--- config.mk ---
export PLATFORM = sky130hd
export DESIGN_NAME = base32_decoder_unit
export DESIGN_NICKNAME = d
export VERILOG_FILES = /design/src/hw/rtl/b32d_pkg.sv /design/src/hw/rtl/b32d_sym_map.sv /design/src/hw/rtl/b32d_core.sv /design/src/hw/rtl/base32_decoder_unit.sv
export SDC_FILE = /design/constraint.sdc
export NUM_CORES = 1
export LEC_CHECK = 0
export BUFFER_PORTS_ARGS = -buffer_cell sky130_fd_sc_hd__buf_2
export CAP_MARGIN = 0
export CORE_MARGIN = 3
export CORE_UTILIZATION = 57
export DETAILED_ROUTE_END_ITERATION = 16
export HOLD_SLACK_MARGIN = 0.08
export PLACE_DENSITY = 0.86
export SLEW_MARGIN = 20
export SYNTH_ARGS = -nofsm -noshare
export SYNTH_HDL_FRONTEND = slang
export SYNTH_HIERARCHICAL = 1
export SYNTH_SLANG_ARGS = --single-unit
--- constraint.sdc ---
create_clock -name i_clk -period 2.6 [get_ports i_clk]
set_input_delay 0.13 -clock i_clk [delete_from_list [all_inputs] [get_ports i_clk]]
set_output_delay 0.13 -clock i_clk [all_outputs]
set_load 0.02 [all_outputs]
--- src/hw/rtl/b32d_pkg.sv ---
// ----------------------------------------------------------------------------
// b32d_pkg
// Shared types and constants for the base32 decoder.
// ----------------------------------------------------------------------------
package b32d_pkg;

    localparam int unsigned SYM_W   = 8;
    localparam int unsigned VAL_W   = 5;
    localparam int unsigned BYTE_W  = 8;
    localparam int unsigned STAT_W  = 2;
    localparam int unsigned LEFT_W  = 7;   // at most seven bits left over
    localparam int unsigned CNT_W   = 3;
    localparam int unsigned ACC_W   = LEFT_W + VAL_W;

    // status codes
    localparam logic [STAT_W-1:0] ST_OK         = 2'd0;
    localparam logic [STAT_W-1:0] ST_BADCHAR    = 2'd1;
    localparam logic [STAT_W-1:0] ST_INCOMPLETE = 2'd2;

    // alphabet bounds and offsets
    localparam logic [SYM_W-1:0] LOWER_FIRST = 8'h61;
    localparam logic [SYM_W-1:0] LOWER_LAST  = 8'h7A;
    localparam logic [SYM_W-1:0] UPPER_FIRST = 8'h41;
    localparam logic [SYM_W-1:0] UPPER_LAST  = 8'h5A;
    localparam logic [SYM_W-1:0] DIGIT_FIRST = 8'h32;
    localparam logic [SYM_W-1:0] DIGIT_LAST  = 8'h37;
    localparam logic [SYM_W-1:0] DIGIT_OFS   = 8'h18;   // '2' maps to 26

    typedef struct packed {
        logic              ok;
        logic [VAL_W-1:0]  value;
    } t_sym;

    typedef struct packed {
        logic              vld;
        logic [BYTE_W-1:0] data_byte;
        logic [STAT_W-1:0] status;
        logic              last;
    } t_result;

endpackage

--- src/hw/rtl/b32d_sym_map.sv ---
// ----------------------------------------------------------------------------
// b32d_sym_map
// Maps one raw character to its 5-bit base32 value, flags bad characters.
// ----------------------------------------------------------------------------
module b32d_sym_map (
    input  logic [b32d_pkg::SYM_W-1:0] i_symbol,
    output b32d_pkg::t_sym             o_sym
);

    logic [b32d_pkg::SYM_W-1:0] w_diff;

    always_comb begin
        w_diff = '0;
        o_sym  = '0;
        if (i_symbol inside {[b32d_pkg::LOWER_FIRST:b32d_pkg::LOWER_LAST]}) begin
            w_diff   = i_symbol - b32d_pkg::LOWER_FIRST;
            o_sym.ok = 1'b1;
        end else if (i_symbol inside {[b32d_pkg::DIGIT_FIRST:b32d_pkg::DIGIT_LAST]}) begin
            w_diff   = i_symbol - b32d_pkg::DIGIT_OFS;
            o_sym.ok = 1'b1;
        end else if (i_symbol inside {[b32d_pkg::UPPER_FIRST:b32d_pkg::UPPER_LAST]}) begin
            w_diff   = i_symbol - b32d_pkg::UPPER_FIRST;
            o_sym.ok = 1'b1;
        end
        o_sym.value = w_diff[b32d_pkg::VAL_W-1:0];
    end

endmodule

--- src/hw/rtl/b32d_core.sv ---
// ----------------------------------------------------------------------------
// b32d_core
// Leftover register, bit count and discard flag; forms the result of one
// character and updates the state when that character is transferred.
// ----------------------------------------------------------------------------
module b32d_core (
    input  logic                        i_clk,
    input  logic                        i_rst_n,
    input  logic                        i_accept,
    input  logic [b32d_pkg::SYM_W-1:0]  i_symbol,
    input  logic                        i_end_of_text,
    output b32d_pkg::t_result           o_result
);

    b32d_pkg::t_sym               w_sym;
    logic [b32d_pkg::LEFT_W-1:0]  r_bits, n_bits;
    logic [b32d_pkg::CNT_W-1:0]   r_count, n_count;
    logic                         r_discard, n_discard;

    logic [b32d_pkg::ACC_W-1:0]   w_acc, w_shifted, w_mask;
    logic [b32d_pkg::CNT_W:0]     w_sum;
    logic                         w_have;
    logic [b32d_pkg::CNT_W-1:0]   w_cnt;

    b32d_sym_map u_sym_map (
        .i_symbol (i_symbol),
        .o_sym    (w_sym)
    );

    always_comb begin
        w_acc     = {r_bits, w_sym.value};
        w_sum     = {1'b0, r_count} + (b32d_pkg::CNT_W+1)'(b32d_pkg::VAL_W);
        w_have    = w_sum >= (b32d_pkg::CNT_W+1)'(b32d_pkg::BYTE_W);
        w_cnt     = w_have ? w_sum[b32d_pkg::CNT_W-1:0] : w_sum[b32d_pkg::CNT_W-1:0];
        // sum minus eight keeps the low three bits; below eight the sum fits too
        w_shifted = w_acc >> w_cnt;
        w_mask    = (b32d_pkg::ACC_W)'((b32d_pkg::ACC_W)'(1) << w_cnt) - 1'b1;

        n_bits    = r_bits;
        n_count   = r_count;
        n_discard = r_discard;
        o_result  = '0;

        if (r_discard) begin
            if (i_end_of_text) begin
                n_discard = 1'b0;
                n_bits    = '0;
                n_count   = '0;
            end
        end else if (!w_sym.ok) begin
            n_bits          = '0;
            n_count         = '0;
            n_discard       = !i_end_of_text;
            o_result.vld    = 1'b1;
            o_result.status = b32d_pkg::ST_BADCHAR;
            o_result.last   = i_end_of_text;
        end else if (i_end_of_text) begin
            n_bits        = '0;
            n_count       = '0;
            o_result.vld  = 1'b1;
            o_result.last = 1'b1;
            if (w_cnt != '0) begin
                o_result.status = b32d_pkg::ST_INCOMPLETE;
            end else begin
                o_result.status    = b32d_pkg::ST_OK;
                o_result.data_byte = w_shifted[b32d_pkg::BYTE_W-1:0];
            end
        end else begin
            n_bits    = w_acc[b32d_pkg::LEFT_W-1:0] & w_mask[b32d_pkg::LEFT_W-1:0];
            n_count   = w_cnt;
            if (w_have) begin
                o_result.vld       = 1'b1;
                o_result.status    = b32d_pkg::ST_OK;
                o_result.data_byte = w_shifted[b32d_pkg::BYTE_W-1:0];
            end
        end
    end

    always_ff @(posedge i_clk) begin
        if (!i_rst_n) begin
            r_bits    <= '0;
            r_count   <= '0;
            r_discard <= 1'b0;
        end else if (i_accept) begin
            r_bits    <= n_bits;
            r_count   <= n_count;
            r_discard <= n_discard;
        end
    end

    // bits above the count are always clear
    a_bits_clean: assert property (@(posedge i_clk) disable iff (!i_rst_n)
        (r_bits & ~((b32d_pkg::LEFT_W)'(((b32d_pkg::ACC_W)'(1) << r_count) - 1'b1))) == '0)
        else $error("leftover bits beyond count");

    // a message end always leaves an empty, non-discarding state
    a_eot_clears: assert property (@(posedge i_clk) disable iff (!i_rst_n)
        i_accept && i_end_of_text |=> r_count == '0 && r_bits == '0 && !r_discard)
        else $error("state not cleared at message end");

    // while discarding nothing is produced
    a_discard_silent: assert property (@(posedge i_clk) disable iff (!i_rst_n)
        r_discard |-> !o_result.vld)
        else $error("result while discarding");

endmodule

--- src/hw/rtl/base32_decoder_unit.sv ---
// ----------------------------------------------------------------------------
// base32_decoder_unit
// Streaming base32 decoder, one character per transfer, bytes out.
// ----------------------------------------------------------------------------
// Usage:
//   Slave stream carries one character per transfer in s_axis_tdata[7:0];
//   s_axis_tlast marks the final character of a message.
//   Master stream carries zero or one result per character: the decoded byte
//   in m_axis_tdata[7:0], the status in m_axis_tuser[1:0] (0 ok, 1 bad
//   character, 2 incomplete final group) and m_axis_tlast on the result of
//   the final character. On an error the data byte reads zero.
//   After a bad character the rest of that message is dropped silently.
// Timing: a result is registered, shown in the cycle after its character is transferred.
// Throughput: one character per cycle unless the receiver stalls; the state
//   update is a 12-bit shift and mask between the leftover and output registers.
// Reset: synchronous, active low; clears the leftover bits, count, discard
//   flag and the output valid.
// Stalls: s_axis_tready is high while the output register is empty or being
//   emptied in the same cycle, so a held-up receiver stalls the input after
//   one pending result.
// ----------------------------------------------------------------------------
module base32_decoder_unit (
    input  logic       i_clk,
    input  logic       i_rst_n,

    input  logic       s_axis_tvalid,
    output logic       s_axis_tready,
    input  logic [7:0] s_axis_tdata,   // [7:0] symbol
    input  logic       s_axis_tlast,   // end_of_text

    output logic       m_axis_tvalid,
    input  logic       m_axis_tready,
    output logic [7:0] m_axis_tdata,   // [7:0] data_byte
    output logic [1:0] m_axis_tuser,   // [1:0] status
    output logic       m_axis_tlast    // last
);

    logic              w_accept;
    b32d_pkg::t_result w_result;

    logic                          r_out_vld;
    logic [b32d_pkg::BYTE_W-1:0]   r_out_byte;
    logic [b32d_pkg::STAT_W-1:0]   r_out_stat;
    logic                          r_out_last;

    // take a character whenever the output slot is free or draining
    assign s_axis_tready = !r_out_vld || m_axis_tready;
    assign w_accept      = s_axis_tvalid && s_axis_tready;

    b32d_core u_core (
        .i_clk         (i_clk),
        .i_rst_n       (i_rst_n),
        .i_accept      (w_accept),
        .i_symbol      (s_axis_tdata),
        .i_end_of_text (s_axis_tlast),
        .o_result      (w_result)
    );

    always_ff @(posedge i_clk) begin
        if (!i_rst_n) begin
            r_out_vld <= 1'b0;
        end else if (w_accept) begin
            r_out_vld <= w_result.vld;
        end else if (m_axis_tready) begin
            r_out_vld <= 1'b0;
        end
    end

    // payload, no reset needed
    always_ff @(posedge i_clk) begin
        if (w_accept && w_result.vld) begin
            r_out_byte <= w_result.data_byte;
            r_out_stat <= w_result.status;
            r_out_last <= w_result.last;
        end
    end

    assign m_axis_tvalid = r_out_vld;
    assign m_axis_tdata  = r_out_byte;
    assign m_axis_tuser  = r_out_stat;
    assign m_axis_tlast  = r_out_last;

    // incomplete group is only ever reported on the final character
    a_incomplete_last: assert property (@(posedge i_clk) disable iff (!i_rst_n)
        r_out_vld && r_out_stat == b32d_pkg::ST_INCOMPLETE |-> r_out_last)
        else $error("incomplete status without last");

    // error results carry a zero byte
    a_err_zero: assert property (@(posedge i_clk) disable iff (!i_rst_n)
        r_out_vld && r_out_stat != b32d_pkg::ST_OK |-> r_out_byte == '0)
        else $error("error result with nonzero data");

    // a stalled result holds still until it is transferred
    a_out_hold: assert property (@(posedge i_clk) disable iff (!i_rst_n)
        r_out_vld && !m_axis_tready |=> r_out_vld && $stable(r_out_byte)
            && $stable(r_out_stat) && $stable(r_out_last))
        else $error("stalled result changed");

endmodule

==> impl_metrics.toml <==
[die]
start_util = 0.6294
die_h_um = 62.59
core_um2 = 2900
die_x_um = 62.59
core.rowCount = 19
ios = 26
die_area_um2 = 3918

[detailed_routing]
drc_errors = 0
totalWireLength_mm = 3.773
vias = 1469
routed_via_density = 5.829
drt_pass1_iterations = 4
postRouteAntennaNets = 0
dr.first_iter.drc_count = 75
post_drt_wl_per_cell_um = 14.97

[layout]
area_growth_pct = 8.636
diodes = 0
drive_above_1_share = 0.2762
final_cells = 252
fin_nets = 235

[sta]
clock.fmax_mhz = 441.2
tns_ns = 0
finalCriticalPeriod_ns = 2.266
setup_viol = 0
slew_viol_final = 0
worstMarginPinSlew_ns = 0.7594
relSlewSlack = 0.4932
hold_viol = 0
min_period_over_period = 0.8717
rsz0062_at_grt = "no"
worst_clock_skew_ns = 0.002855

[yosys]
syn_area_per_cell_um2 = 9.710
synth-adder-area-share = 0.07539
ys_seq_area_frac = 0.3125
synth_edf_count = 11
synthSimpleGateAreaFrac = 0.2200
yosysWarnings = 6
ys.flop_type = "dfxtp_1"
ys_ff_latch = 23
synth_fp_nets = 212
synth_top_family_by_area = "simple AND/OR/NAND/NOR gates"
synth.area.mux_share = 0.1186
async_reset_ff_frac = 0
synth_xor_area_frac = 0.03221
synth_cells = 188
synth.cell_area_um2 = 1826
synth.area.top_cells = "edfxtp_1 18%, dfxtp_1 13%, ha_1 7.5%"
synth_top_area_share = 0.1809
synth_top_area_cell = "edfxtp_1"
synthDistinctLibCells = 58
synth-compound-area-share = 0.1823

[worst_setup_path]
worstRegToRegCells = 7
start_kind = "flip-flop"
critPathMaxStageDelay_ns = 0.38
cp_cell_sequence = "buf_4 -> ha_1 -> xor2_2 -> nand2_2 -> ha_1 -> a311o_1 -> a21boi_1"
endpoint = "u_core/r_bits[4]"
worstReg2RegStart = "u_core/r_count[0]"
slowest_stage = "ha_1"
worstPathArrival_ns = 2.52
crit_buf_inv = 1
worstPathMaxFanout = 18
cpMostUsedCell = "ha_1"
r2r-end = "u_core/r_bits[4]"
crit_cells = 7
path_class = "flip-flop to flip-flop"
reg2reg_setup_slack_ns = 0.33
crit_path_end_kind = "flip-flop"
startpoint = "u_core/r_count[0]"
cp.required_ns = 2.85
cpLargestDelayFamily = "adder cells"

[global_route]
grt-ovfl-total = 0
antenna_found_initial = 0
grt_pass1_vias = 1418
grt_pass1_wl_mm = 6.430
grt_use_total = 0.2023
grt_start_max_net_pins = 19

[pwr]
powerDensity_nw_per_um2 = 363.8
leakagePower_nw = 0.7311
ir_worst_vdd_mv = 0.3054

[clock_tree]
root_buffer = "clkbuf_4"
cts-buffers-inserted = 3
cts_max_level = 1
clkSlewWorstSetupHoldPaths_ns = 0.12
cts.path.max_buffers = 2
cts_tree = "done"
cts_sinks = 23
postCtsHoldBufs = 0
post_cts.repair.setup_buffers = 0
cts_resized = 0
clock_latency_ns = 0.31

[placement]
dp.cells = 248
port_buffers = 25
place_congestion = 0.9156
hpwlAfterDp_mm = 2.812

[run_status]
outcome = "completed"

[run]
drv_cap = 0

[min_path]
hold_class = "input port to flip-flop"
==> state kept, by name (all words and copies together), names as in the netlist <==
name              cells
u_core/r_discard      1
m_axis_tvalid         1
m_axis_tdata          8
u_core/r_count        3
u_core/r_bits         7
m_axis_tlast          1
m_axis_tuser          2
==> layer usage <==
layer | vias up | GRT usage | part of all wire
li1 | 736 | - | -
met1 | 678 | 0.2585 | 0.44
met2 | 51 | 0.3515 | 0.49
met3 | 4 | 0.03597 | 0.052
met4 | 0 | 0.05234 | 0.010
met5 | - | 0 | 0
==> cells in the final DEF, fill, tap and decap left out, types with 2 or more instances in the layout <==
master / count
buf_2: 25
nand2_1: 24
dfxtp_1: 12
a21oi_1: 12
edfxtp_1: 11
nor2_1: 11
ha_1: 11
inv_1: 7
mux2i_1: 7
mux4_2: 6
nor2b_1: 6
nand3_1: 6
o21ai_1: 4
nand2b_1: 4
buf_4: 4
clkbuf_4: 3
nor3_1: 3
nor3b_1: 3
a32oi_1: 3
o21ai_0: 2
o2111ai_1: 2
a211oi_1: 2
o211ai_1: 2
o21ai_2: 2
xor2_1: 2
a21boi_1: 2
o221ai_2: 2
o22ai_1: 2
==> layout make-up <==
class	instances	area, um2
fill	212	917.1
tap	42	52.55
clock buffer	3	22.52
timing repair buffer	29	155.1
multi-input combinational	146	1147
inverter	8	30.03
sequential	23	570.5
clock inverter	1	5.005
==> cells in the mapped netlist (all sizes together), types with 2 or more instances <==
| cell | n |
|---|---|
| mux2i | 7 |
| nor3b | 4 |
| nand2b | 5 |
| nand2 | 25 |
| a21boi | 3 |
| o211ai | 2 |
| o22ai | 2 |
| xor2 | 3 |
| and2 | 2 |
| ha | 11 |
| buf | 10 |
| o21ai | 8 |
| mux4 | 6 |
| nand3 | 6 |
| a211oi | 2 |
| a21oi | 12 |
| xnor2 | 2 |
| nor3 | 4 |
| nor2b | 7 |
| edfxtp | 11 |
| nor2 | 11 |
| o221ai | 2 |
| o2111ai | 2 |
| a32oi | 3 |
| dfxtp | 12 |
| inv | 8 |
==> worst min path at each step <==
stage	to	start	depth (start not counted)	slack, ns
after floorplan	m_axis_tvalid	i_rst_n	1	0.28
after global placement	m_axis_tvalid	m_axis_tready	3	0.42
after detailed placement	m_axis_tvalid	m_axis_tready	3	0.43
after CTS	m_axis_tvalid	m_axis_tready	3	0.09
after global routing	m_axis_tvalid	m_axis_tready	3	0.09
final	m_axis_tvalid	m_axis_tready	3	0.1
==> cell families after synthesis <==
logic type | Yosys count
AOI/OAI and AO/OA | 45
buffers and inverters | 19
muxes | 14
DFF | 23
xor gates and xnor gates | 5
and+or+nand+nor | 71
adders and majority gates | 11
==> worst reg2reg max path: stages (launching register included) <==
cell,delay [ns]
dfxtp_1,0.37
buf_4,0.27
ha_1,0.38
xor2_2,0.33
nand2_2,0.13
ha_1,0.28
a311o_1,0.34
a21boi_1,0.11
==> metrics by stage <==
stage	worst slack [ns]	hold slack [ns]	instance area, um2	utilization	total power, mW
5_1_grt	0.1805	0.08727	1983	0.6838	0.7613
2_1_floorplan	0.4115	0.2798	1826	-	0.5209
3_3_place_gp	0.3447	0.4236	1956	0.6743	0.5581
4_1_cts	0.3584	0.09069	1983	0.6838	0.7301
6_report	0.3336	0.09929	1983	0.6838	0.7215
3_5_place_dp	0.2621	0.4344	1956	0.6743	0.5652
==> report_power, final <==
group          leakage [nW]  internal, mW  switching [mW]
registers             0.205         0.396         0.00662
clock network        0.0177        0.0575           0.105
logic                 0.509        0.0594          0.0962
Power figures use the tool's default switching activity.
